`config.mk`:
```
export PLATFORM = sky130hd
export DESIGN_NAME = pte_back
export DESIGN_NICKNAME = d
export VERILOG_FILES = /design/src/hw/rtl/pte_pkg.sv /design/src/hw/rtl/pte_back.sv
export SDC_FILE = /design/constraint.sdc
export NUM_CORES = 1
export LEC_CHECK = 0
export BUFFER_PORTS_ARGS = -buffer_cell sky130_fd_sc_hd__buf_2
export CAP_MARGIN = 10
export CORE_MARGIN = 10
export CORE_UTILIZATION = 40
export CTS_BUF_LIST = sky130_fd_sc_hd__clkbuf_4
export DETAILED_ROUTE_END_ITERATION = 8
export PLACE_DENSITY_LB_ADDON = 0.12
export REMOVE_ABC_BUFFERS = 1
export SLEW_MARGIN = 20
export SYNTH_ARGS = -nofsm -noshare
export SYNTH_HDL_FRONTEND = slang
export SYNTH_SLANG_ARGS = --single-unit
```
`constraint.sdc`:
```
create_clock -name clk -period 5.4 [get_ports clk]
set_input_delay 0.27 -clock clk [delete_from_list [all_inputs] [get_ports clk]]
set_output_delay 0.27 -clock clk [all_outputs]
set_load 0.05 [all_outputs]
```
`src/hw/rtl/pte_pkg.sv`:
```
// Package: types and constants of the plane error scorer
`timescale 1ns / 1ps

package pte_pkg;

    // Configuration port
    localparam int CFG_INDEX_W = 3;
    localparam int CFG_DATA_W  = 32;

    localparam logic [CFG_INDEX_W-1:0] REG_NORMAL_X     = 3'd0;
    localparam logic [CFG_INDEX_W-1:0] REG_NORMAL_Y     = 3'd1;
    localparam logic [CFG_INDEX_W-1:0] REG_NORMAL_Z     = 3'd2;
    localparam logic [CFG_INDEX_W-1:0] REG_PLANE_OFFSET = 3'd3;
    localparam logic [CFG_INDEX_W-1:0] REG_MAX_ERROR    = 3'd4;

    // Field widths
    localparam int COORD_W = 32;
    localparam int LIMIT_W = 31;
    localparam int SCORE_W = 64;
    localparam int TALLY_W = 21;
    localparam int TALLY_FIELD_MAX = 2097151;

    // Reset values of the plane registers
    localparam logic signed [31:0] NORMAL_Z_RESET  = 32'sd1073741824;
    localparam logic [LIMIT_W-1:0] MAX_ERROR_RESET = 31'd65536;

    // Classified point handed from front to back
    typedef struct packed {
        logic [SCORE_W-1:0] add;
        logic               inlier;
        logic               last;
    } pte_item_t;

    // Finished set result
    typedef struct packed {
        logic [SCORE_W-1:0] total_score;
        logic [TALLY_W-1:0] inlier_total;
    } pte_result_t;

endpackage

```
`src/hw/rtl/pte_back.sv`:
```
// Back end: saturating score and inlier accumulators
`timescale 1ns / 1ps

module pte_back
    import pte_pkg::*;
#(
    parameter int TALLY_CAP = 1048576
) (
    input  logic        clk,
    input  logic        rst_n,
    input  pte_item_t   item,
    input  logic        item_empty,
    output logic        item_pop,
    output logic        result_push,
    output pte_result_t result,
    input  logic        result_full
);

    logic [SCORE_W-1:0] score_sum_reg, score_sum_next;
    logic [TALLY_W-1:0] inlier_tally_reg, inlier_tally_next;
    logic [SCORE_W:0]   score_wide;
    logic [SCORE_W-1:0] score_sat;
    logic [TALLY_W-1:0] tally_upd;

    // Hold a closing item until the result queue has room
    assign item_pop    = !item_empty && !(item.last && result_full);
    assign result_push = item_pop && item.last;

    // Saturating updates
    assign score_wide = {1'b0, score_sum_reg} + {1'b0, item.add};
    assign score_sat  = score_wide[SCORE_W] ? '1 : score_wide[SCORE_W-1:0];
    assign tally_upd  = (item.inlier && (inlier_tally_reg < TALLY_W'(TALLY_CAP)))
                      ? inlier_tally_reg + 1'b1 : inlier_tally_reg;

    assign result.total_score  = score_sat;
    assign result.inlier_total = tally_upd;

    // Accumulate, clear after a closing item
    always_comb
    begin
        score_sum_next    = score_sum_reg;
        inlier_tally_next = inlier_tally_reg;
        if (item_pop)
        begin
            if (item.last)
            begin
                score_sum_next    = '0;
                inlier_tally_next = '0;
            end
            else
            begin
                score_sum_next    = score_sat;
                inlier_tally_next = tally_upd;
            end
        end
    end

    always_ff @(posedge clk or negedge rst_n)
    begin
        if (!rst_n)
        begin
            score_sum_reg    <= '0;
            inlier_tally_reg <= '0;
        end
        else
        begin
            score_sum_reg    <= score_sum_next;
            inlier_tally_reg <= inlier_tally_next;
        end
    end

endmodule

```
# ---- Word-level counts from Yosys, hierarchy flattened
# Cells that the tools add are included.
dict set report totals {
  reg_bits 85
  latch_bits 0
  mem_bits_rw 0
  romBits 0
  input_bits 70
  out_inout_bits 87
  memories 0
}
dict set report op_classes {
  n_addsub 2
  mul 0
  div_mod_pow 0
  magnitude_cmp 1
  eq_ne 0
  shift 0
  mux 4
  n_bitwise 0
  reduce_logical 6
}
# operator count
set ops {}
lappend ops {{$mux 64} 2}
lappend ops {{$add 64x64->65} 1}
lappend ops {{$mux 21} 2}
lappend ops {{$add 21x1->21 const B} 1}
lappend ops {{$lt 21x21->1 const B} 1}
lappend ops {{$logic_and 1x1->1} 4}
lappend ops {{$logic_not 1->1} 2}

# ---- Depth between registers and ports, before layout
dict set report depth {
  depth_word 4
  ltp_mapped 14
  ltp_nobuf 12
}

# ---- Worst setup path before layout
# OpenSTA, ideal clock, no wires.
dict set report synth_timing {
  path_type {register to register}
  from {register score_sum_reg[0]}
  to {register score_sum_reg[13]}
  setup_time_ns 0.122
  t_arrival_ns 3.250
  setup_slack_ns 2.028
  stages_incl_launch_ff 15
  n_path_buf 2
  path_cell_list {dfrtp_1 -> ha_1 -> fa_1 -> a211oi_2 -> o211ai_1 -> a211oi_2 -> a211oi_4 -> nand3_2 -> a21oi_2 -> a21oi_2 -> a21oi_2 -> buf_6 -> buf_2 -> nand2b_1 -> a22o_1}
}
# element line
set synth_lines {}
lappend synth_lines {{from (decl)} pte_back.sv:19} ;# logic [SCORE_W-1:0] score_sum_reg, score_sum_next;
lappend synth_lines {{from (signal assigned)} pte_back.sv:67} ;# score_sum_reg <= score_sum_next;

==> impl_metrics.env <==
export IMPL_finalSetupViolations=0
export IMPL_finalCoreUtilization_pct=47.0
export IMPL_max_cap_violations=0
export IMPL_synth_edf_count=0
export IMPL_gr_usage_met2_pct=31.3
export IMPL_post_synth_main_area_contributors="dfrtp_1 27%, ha_1 10%, a22o_1 7.7%"
export IMPL_grt_start_max_net_pins=92
export IMPL_grt_pass1_vias=7373
export IMPL_clkTransAtPathRegs_ns=0.17
export IMPL_synth_yosys_warnings=0
export IMPL_rr_startpoint="score_sum_reg[0]"
export IMPL_num_rows=50
export IMPL_synth_cell_type_count=61
export IMPL_summed_negative_setup_slack_over_all_endpoints_ns=0
export IMPL_slew_limit_headroom_pct=30.6
export IMPL_vias_per_cell=5.47
export IMPL_ant_nets=0
export IMPL_ctsRootBufferMaster="clkbuf_4"
export IMPL_drt_initial_drc_count=324
export IMPL_synthesized_netlist_cell_count=948
export IMPL_global_route_usage_total_pct=18.4
export IMPL_cp_launch_point="score_sum_reg[19]"
export IMPL_firstDrtPassIters=5
export IMPL_cts_resized=0
export IMPL_async_reset_ff_share_pct=100
export IMPL_synth_seq_area_share_pct=27.4
export IMPL_reg2reg_to="score_sum_reg[4]"
export IMPL_synth_top_cell_area_share_pct=27.4
export IMPL_yosysMostFrequentCell="nand2_1"
export IMPL_global_route_usage_met3_pct=3.72
export IMPL_syn_mean_instance_area_um2=8.20
export IMPL_worst_ep_required_time_ns=5.13
export IMPL_layoutNonFillerInstCount=1337
export IMPL_dieWidth_um=159
export IMPL_finalMaxSlewViolations=0
export IMPL_setup_worst_path_end="result[34]"
export IMPL_boundaryPins=157
export IMPL_hold_viol_final=0
export IMPL_crit_type="reg2out"
export IMPL_critical_path_max_fanout=25
export IMPL_effective_utilization_at_floorplan_pct=41.2
export IMPL_h_tree_depth=3
export IMPL_dieHeight_um=159
export IMPL_flip_flop_count_of_the_largest_register_all_copies_and_words_added=64
export IMPL_postRouteWirelength_um=24100
export IMPL_top_usage_layer="met2"
export IMPL_wire_length_of_the_first_global_routing_pass_um=39100
export IMPL_drive_above_1_share_pct=18.6
export IMPL_clkLatencyLatePin_ns=0.48
export IMPL_finalClockSkew_ns=0.0322
export IMPL_synth_top_cells_by_count="96 x nand2_1, 88 x a21oi_1, 85 x dfrtp_1"
export IMPL_synthToLayoutAreaGrowth_pct=14.2
export IMPL_place_inst=1318
export IMPL_cts_inserted_buffers=9
export IMPL_cts_tree="yes"
export IMPL_wire_per_inst_um=18.0
export IMPL_core_um2=18900
export IMPL_synth_area_leader_cell="dfrtp_1"
export IMPL_cts_buffer_depth=2
export IMPL_layout_worst_path_cycle_share_pct=82.9
export IMPL_rr_worst_depth=14
export IMPL_critical_path_startpoint_type="flop"
export IMPL_cp_arrival_ns=4.21
export IMPL_final_nets=1207
export IMPL_min_period_ns=4.48
export IMPL_synth_cell_area_um2=7780
export IMPL_port_buffer_count=156
export IMPL_routability_congestion_estimate=0.869
export IMPL_detailedPlacementHpwl_um=18600
export IMPL_hold_path_cell_count=4
export IMPL_grt_setup_unrepaired="no"
export IMPL_r2r_slack_ns=1.60
export IMPL_synth_seq_cells=85
export IMPL_met1_usage_pct=23.6
export IMPL_outcome="complete, no violations"
export IMPL_dieArea_um2=25400
export IMPL_timing_hold_worst_class="in2reg"
export IMPL_maxClockFrequency_mhz=223
export IMPL_cts_sink_count=85
export IMPL_hold_slack_ns=0.163
export IMPL_route_detailed_drc=0
export IMPL_routed_via_count=7316
export IMPL_worstMarginPinSlew_ns=1.04
export IMPL_dominantRegCellSynth="dfrtp_1"
export IMPL_initial_antenna_violation_count=5
export IMPL_grt_overflow_total=0
export IMPL_critPathCaptureType="output port"
kinds of logic (layout without fill, tap and decap cells):
kind of cell	count (synthesis)	count (layout)	share of synthesized area, %
other cells	0	1	0
fa+ha+maj	66	66	10.7
flops	85	85	27.4
mux	6	6	0.772
buf+inv	71	199	3.85
xor+xnor	77	77	8.67
compound gates	318	318	28.0
simple gates	325	325	20.6
worst min path at each step:
| stage | from | to |
|---|---|---|
| 3_3_place_gp | rst_n | score_sum_reg[52] |
| 3_5_place_dp | rst_n | score_sum_reg[52] |
| 6_report | item[1] | inlier_tally_reg[20] |
| 4_1_cts | item[1] | inlier_tally_reg[20] |
| 5_1_grt | item[0] | inlier_tally_reg[3] |
| 2_1_floorplan | rst_n | inlier_tally_reg[0] |
routing by layer:
metal  part of all wire [%]  vias up
met4                   0.91        4
met2                     48      127
met5                  0.083        -
met1                     47     3457
li1                       -     3708
met3                    3.5       20
placed cells by master (no fill, tap or decap), types with 12 or more instances in the layout:
master | synthesis | layout
buf_2 | 8 | 155
nand2_1 | 96 | 96
a21oi_1 | 88 | 88
dfrtp_1 | 85 | 85
a22o_1 | 68 | 68
ha_1 | 65 | 65
nor2_1 | 64 | 63
o21ai_0 | 56 | 56
nand2b_1 | 52 | 52
xnor2_1 | 44 | 44
xor2_1 | 33 | 33
a21o_1 | 28 | 27
nand4_1 | 23 | 23
inv_1 | 21 | 21
nand3_1 | 21 | 21
nor3_1 | 18 | 18
or2_1 | 16 | 16
o21bai_1 | 12 | 12
through the flow:
step           area, um^2  worst slack [ns]
2_1_floorplan        7560              1.75
3_3_place_gp         8720              1.29
3_5_place_dp         8720              1.19
4_1_cts              8850             0.637
5_1_grt              8880             0.566
6_report             8880             0.923
worst max-delay path: stages, from the launching register on:
cell and delay, ns:
dfrtp_1 0.42, ha_1 0.41, nand2_1 0.14, o21ai_0 0.34, nor3b_1 0.14, a211oi_4 0.34, nand3_2 0.12, a21oi_2 0.22
a21oi_2 0.11, a21oi_4 0.54, buf_16 0.23, buf_4 0.25, nand2b_1 0.17, buf_2 0.27
layout make-up:
cell class,count,area (um^2)
Multi-Input combinational cell,792,5370
Clock inverter,7,56.3
Tap cell,260,325
Clock buffer,9,67.6
Fill cell,1999,10000
Inverter,21,78.8
Sequential cell,85,2130
Antenna cell,1,2.50
Timing Repair Buffer,162,851
repair_timing:
item	in CTS	in global routing
endpoints found under the hold margin	37	0
buffers inserted	0	0
hold buffers	1	0
Power is not shown: default switching activity piles up to over one toggle a cycle in this logic, so the estimate is an artifact.
