### config.mk
export PLATFORM = sky130hd
export DESIGN_NAME = pte_fifo
export DESIGN_NICKNAME = d
export VERILOG_FILES = /design/src/hw/rtl/pte_fifo.sv
export SDC_FILE = /design/constraint.sdc
export NUM_CORES = 1
export LEC_CHECK = 0
export BUFFER_PORTS_ARGS = -buffer_cell sky130_fd_sc_hd__buf_2
export CORE_MARGIN = 2
export CORE_UTILIZATION = 35
export DETAILED_ROUTE_END_ITERATION = 10
export PLACE_DENSITY_LB_ADDON = 0.08
export SETUP_SLACK_MARGIN = 0.02
export SLEW_MARGIN = 40
export SYNTH_ARGS = -nofsm -noshare
export SYNTH_HDL_FRONTEND = slang
export SYNTH_SLANG_ARGS = --single-unit
### constraint.sdc
create_clock -name clk -period 3.7 [get_ports clk]
set_clock_uncertainty 0.15 [all_clocks]
set_input_delay 1.11 -clock clk [delete_from_list [all_inputs] [get_ports clk]]
set_output_delay 1.11 -clock clk [all_outputs]
set_load 0.1 [all_outputs]
### src/hw/rtl/pte_fifo.sv
// Small first-word-fall-through queue of registers
`timescale 1ns / 1ps

module pte_fifo #(
    parameter int WIDTH = 8,
    parameter int DEPTH = 4
) (
    input  logic             clk,
    input  logic             rst_n,
    input  logic             push,
    input  logic [WIDTH-1:0] wdata,
    output logic             full,
    input  logic             pop,
    output logic [WIDTH-1:0] rdata,
    output logic             empty
);

    localparam int PTR_W = (DEPTH > 1) ? $clog2(DEPTH) : 1;
    localparam int CNT_W = $clog2(DEPTH + 1);

    logic [WIDTH-1:0] store_reg [DEPTH];
    logic [PTR_W-1:0] wr_ptr_reg, wr_ptr_next;
    logic [PTR_W-1:0] rd_ptr_reg, rd_ptr_next;
    logic [CNT_W-1:0] count_reg, count_next;
    logic             do_push;
    logic             do_pop;

    assign full    = (count_reg == CNT_W'(DEPTH));
    assign empty   = (count_reg == '0);
    assign do_push = push && !full;
    assign do_pop  = pop && !empty;
    assign rdata   = store_reg[rd_ptr_reg];

    // Advance pointers with explicit wrap
    always_comb
    begin
        wr_ptr_next = wr_ptr_reg;
        rd_ptr_next = rd_ptr_reg;
        count_next  = count_reg;
        if (do_push)
        begin
            wr_ptr_next = (wr_ptr_reg == PTR_W'(DEPTH - 1)) ? '0 : wr_ptr_reg + 1'b1;
        end
        if (do_pop)
        begin
            rd_ptr_next = (rd_ptr_reg == PTR_W'(DEPTH - 1)) ? '0 : rd_ptr_reg + 1'b1;
        end
        if (do_push && !do_pop)
        begin
            count_next = count_reg + 1'b1;
        end
        else if (!do_push && do_pop)
        begin
            count_next = count_reg - 1'b1;
        end
    end

    always_ff @(posedge clk or negedge rst_n)
    begin
        if (!rst_n)
        begin
            wr_ptr_reg <= '0;
            rd_ptr_reg <= '0;
            count_reg  <= '0;
        end
        else
        begin
            wr_ptr_reg <= wr_ptr_next;
            rd_ptr_reg <= rd_ptr_next;
            count_reg  <= count_next;
        end
    end

    // Write the entry on a push transfer
    always_ff @(posedge clk)
    begin
        if (do_push)
        begin
            store_reg[wr_ptr_reg] <= wdata;
        end
    end

endmodule

==> Word level (Yosys, flattened, before mapping) <==
Memory sizes are Yosys's and may differ from the RTL's.
Cells that the tools add are included.
{ "word_totals": {"ff_bits": 7, "ramBits": 32, "inputBits": 12, "memories": 1} }
{ "classes": {"n_addsub": 4, "n_eq_ne": 3, "mux": 6, "n_reduce_logical": 10} }
{ "mem_list": {"columns": ["name", "words", "width", "rd", "rd_ports_with_merged_regs", "write_ports", "line_no", "source"], "rows": [
  ["store_reg", 4, 8, 1, 0, 1, "21", "logic [WIDTH-1:0] store_reg [DEPTH];"]
]} }
{ "op_table": {"columns": ["operator", "n"], "rows": [
  ["two-way mux 3 bit", 2],
  ["adder 2 x 1 -> 2 bit, second input constant", 2],
  ["equality test 2 bit, second input constant", 2],
  ["logical AND 1 bit", 4],
  ["zero test 1 bit", 4],
  ["two-way mux 2 bit", 2],
  ["adder 3 x 1 -> 3 bit, second input constant", 1],
  ["equality test 3 bit, second input constant", 1],
  ["zero test 3 bit", 1],
  ["subtractor 3 x 1 -> 3 bit, second input constant", 1],
  ["two-way mux 1 bit", 2],
  ["nonzero test 2 bit", 1]
]} }

==> Logic depth before layout (Yosys ltp) <==
{ "logic_depth": {"word_depth": 7, "ltp_mapped": 9} }

==> Least setup slack after synthesis <==
No wires, ideal clock.
{ "synth_path": {"kind": "register to register", "start": "register count_reg[0]", "end": "register count_reg[2]", "setup_time_ns": 0.079, "t_arrival_ns": 4.042, "required_time_ns": 3.471, "path_slack_ns": -0.571, "stages_incl_launch_ff": 9, "n_path_buf": 0, "synth_period_minus_slack_ns": 4.271, "path_cell_list": "dfrtp_1 -> nor3_1 -> nand2b_4 -> ha_1 -> inv_1 -> fa_1 -> xor2_1 -> nor2_1 -> xor2_1"} }
{ "synth_via": {"elab_chain_len": 6} }
{ "synth_lines": {"columns": ["element", "line_no", "source"], "rows": [
  ["start: declaration", "24", "logic [CNT_W-1:0] count_reg, count_next;"],
  ["start signal: assignment", "70", "count_reg <= count_next;"],
  ["zero test 3 bit (*)", "29", "assign empty = (count_reg == '0);"],
  ["via empty", "15", "output logic empty"],
  ["zero test 1 bit (*)", "31", "assign do_pop = pop && !empty;"],
  ["logical AND 1 bit (*)", "31", null],
  ["zero test 1 bit", "48", "if (do_push && !do_pop)"],
  ["logical AND 1 bit", "48", null],
  ["two-way mux 3 bit / nonzero test 2 bit (equally long branches)", null, null]
]} }
The timed path passes the listed nets; every way through them passes the cells marked *. The select of a mux whose other input is x is not followed.
A chain may end at the register's enable or synchronous reset.

==> Worst setup path in the final report <==
{ "layout_path": {"start": "register rd_ptr_reg[0]", "end": "output rdata[6]"} }
{ "layout_via": {"elab_chain_len": 1} }
{ "layout_lines": {"columns": ["element", "line_no", "source"], "rows": [
  ["start: declaration", "23", "logic [PTR_W-1:0] rd_ptr_reg, rd_ptr_next;"],
  ["start signal: assignment", "69", "rd_ptr_reg <= rd_ptr_next;"],
  ["memory read (4 x 8 bit)", null, null],
  ["end: declaration", "14", "output logic [WIDTH-1:0] rdata,"]
]} }
No other way between the ends.

==> summary.md <==
| Metric | Value |
|---|---|
| Reg clk slew, reported paths | about 0.07 ns |
| Mean Syn Cell Area | about 21 µm² |
| DR vias/cell | ~4.9 |
| Final hold vios | 0 |
| Fillers | 389 |
| Worst path cell trace | mux4_2 > buf_2 |
| Crit start category | flop |
| F_max | 0.3180 GHz |
| Total number of vias | ~760 |
| Fraction of final layout cells sized beyond drive strength 1 | a little under half |
| Nets | ~120 |
| Setup-failing EPs final | 0 |
| Area of the multi-input gates | roughly 460 µm² |
| GRT Total Usage | ~11% |
| Critical Path End Type | primary output |
| Syn. warnings | 0 |
| Initial antenna violation count | 0 |
| Initial Utilization | a little under two fifths |
| Largest register FFs | 32 |
| Worst-skew pair later-pin latency | between 0.2 and 0.3 ns |
| Synth Cell Area | approximately 1600 µm² |
| Period utilization | a little over four fifths |
| Largest family of logic cells by synthesized area | multiplexers |
| Reg area | 1136 µm² |
| Final ANT Viol Nets | 0 |
| N_diodes | 0 |
| First-pass GRT wire length | 4167 µm |
| Relative slew slack | roughly 61% |
| Post-CTS Setup Repair Bufs | 0 |
| Synth top area share | just under 60% |
| Grt total ovfl | 0 |
| DRC viols | 0 |
| Mapped Cells | 79 |
| Synth Area in XOR/XNOR | 1.622% |
| Port Buffers | 21 |
| CP Max Fanout | 11 |
| Drt initial violations | 60 |
| Sequential fraction of the synthesis area | about 70% |
| Gp weighted congestion | around 0.62 |
| Worst path top cell family by delay | flip-flops |
| Setup TNS | 0 ns |
| Top FF cell, synth | edfxtp_1 |
| Vias in the first global route | 827 |
| Die W | around 70 µm |
| Mux share of post-synthesis cell area | around 15% |
| Final wirelength | ~2500 µm |
| Crit path buf inv count | 1 |
| CP Class | flop to primary output |
| Yosys top cell by area | edfxtp_1 |
| WL/cell | around 16 µm |
| CTS resizes | 0 |
| CORE AREA | ~4400 µm² |
| Detail Placement HPWL | about 1700 µm |
| Run status | finished, final reports clean |
| Top cells by area, synth | edfxtp_1 (59%), mux4_2 (11%), dfrtp_1 (11%) |
| Area Overhead vs Synth | 16.22% |
| CTS Buf Count | 5 |
| Max_cap viols | 0 |
| Flops & latches, synth | 39 |
| Die Height | 72.04 µm |
| Final slew viol count | 0 |
| Root Driver | clkbuf_8 |
| Worst-margin pin slew | about 0.6 ns |
| Number of synthesized flops with an enable pin | 32 |
| Largest stage delay, worst path | 0.72 ns |
| Die area | between 5000 and 6000 µm² |
| Largest net degree at the start of global routing | 13 |
| Critical Path AT | between 1.5 and 2 ns |
| Slowest cell on the critical path | dfrtp_1 |
| Required @ worst endpoint | between 2 and 2.5 ns |
| Hold Buf Count CTS | 0 |
| Post-Synth Adder-Cell Area | 5.869% |
| Post-Syn Nets | between 90 and 100 |
| Clk buf depth | 2 |
| RSZ-0062 raised after global routing | no |
| Post-synthesis async set-or-reset flop share | between 15 and 20% |
| H-tree levels | 2 |
| CTS tree | done |
| Crit path time final | roughly 3.1 ns |
| Drt pass-1 iters | 4 |
| Io pins | 22 |
| Synth Area in Simple Gates | under 10% |
| Row count | 24 |
| Post-synth cell types | 19 |
| CTS Sinks | 39 |
| Hold crit path type | flop to flop |
| Complex-gate fraction of the synthesized area | 0% |
## cell type report
class	count	share of cell area, %
Inverter	3	0.5980
Timing Repair Buffer	21	5.581
Multi-Input combinational cell	34	24.32
Tap cell	52	3.455
Sequential cell	39	60.33
Clock inverter	3	2.060
Clock buffer	5	3.654
## cells by family after synthesis
family | after synthesis
XOR/XNOR | 3
adder cells (fa/ha/maj) | 7
buffers and inverters | 6
flip-flops | 39
multiplexers | 13
AND/OR/NAND/NOR | 11
## cell usage after synthesis, types with 2 or more instances
master and instances:
edfxtp_1 32, mux4_2 8, dfrtp_1 7, ha_1 6, and2_2 4, inv_1 3
mux2_2 3, nor2_1 3, mux2_4 2, xor2_1 2
## worst register-to-register path: cells and delay by family (launching register included)
| kind | cells | cell delay, ns |
|---|---|---|
| buffers and inverters | 1 | 0.06 |
| XOR/XNOR | 2 | 0.30 |
| adder cells (fa/ha/maj) | 2 | 0.61 |
| AND/OR/NAND/NOR | 3 | 0.60 |
| flip-flops | 1 | 0.41 |
## cell usage in the layout, fill, tap and decap left out
cell        n
edfxtp_1   32
nor2_1      3
xnor2_1     1
bufinv_16   1
mux4_2      8
mux2_4      2
nand2b_4    1
fa_1        1
nor2b_2     1
mux2_2      3
clkbuf_8    5
xor2_1      2
clkinv_1    1
buf_2      21
dfrtp_1     7
ha_1        6
inv_1       3
nor3_2      1
nor3b_4     1
and2_2      4
clkinv_2    1
## worst paths after layout
path | start | end | cells after the start | slack, ns
worst max-delay path | rd_ptr_reg[0] | rdata[6] | 2 | 0.56
worst min-delay path | count_reg[2] | count_reg[2] | 1 | 0.36
worst max register to register | count_reg[2] | count_reg[2] | 8 | 1.51
worst min register to register | count_reg[2] | count_reg[2] | 1 | 0.36
max in group asynchronous | rst_n | count_reg[0] | 1 | 2.74
min in group asynchronous | rst_n | wr_ptr_reg[1] | 1 | 0.50
## metrics by stage
| stage | instance area (µm²) | setup WS [ns] | hold WS [ns] | cells | util [%] |
|---|---|---|---|---|---|
| floorplan | 1625 | 0.4398 | 0.3326 | 79 | - |
| global placement | 1775 | 0.8113 | 0.3626 | 149 | 40.22 |
| detailed placement | 1775 | 0.8078 | 0.3511 | 149 | 40.22 |
| CTS | 1883 | 0.4904 | 0.3648 | 157 | 42.66 |
| global route | 1883 | 0.4145 | 0.3999 | 157 | 42.66 |
| finish | 1883 | 0.5554 | 0.3643 | 157 | 42.66 |
## metal layers
metal | share of wire (%) | up-vias | global-route usage [%]
met5 | 0 | - | 0
met4 | 1.9 | 0 | 4.403
met3 | 5.6 | 5 | 4.306
met2 | 53 | 19 | 19.75
met1 | 40 | 392 | 12.34
li1 | - | 348 | -
Power is not shown: default switching activity piles up to over one toggle a cycle in this logic, so the estimate is an artifact.
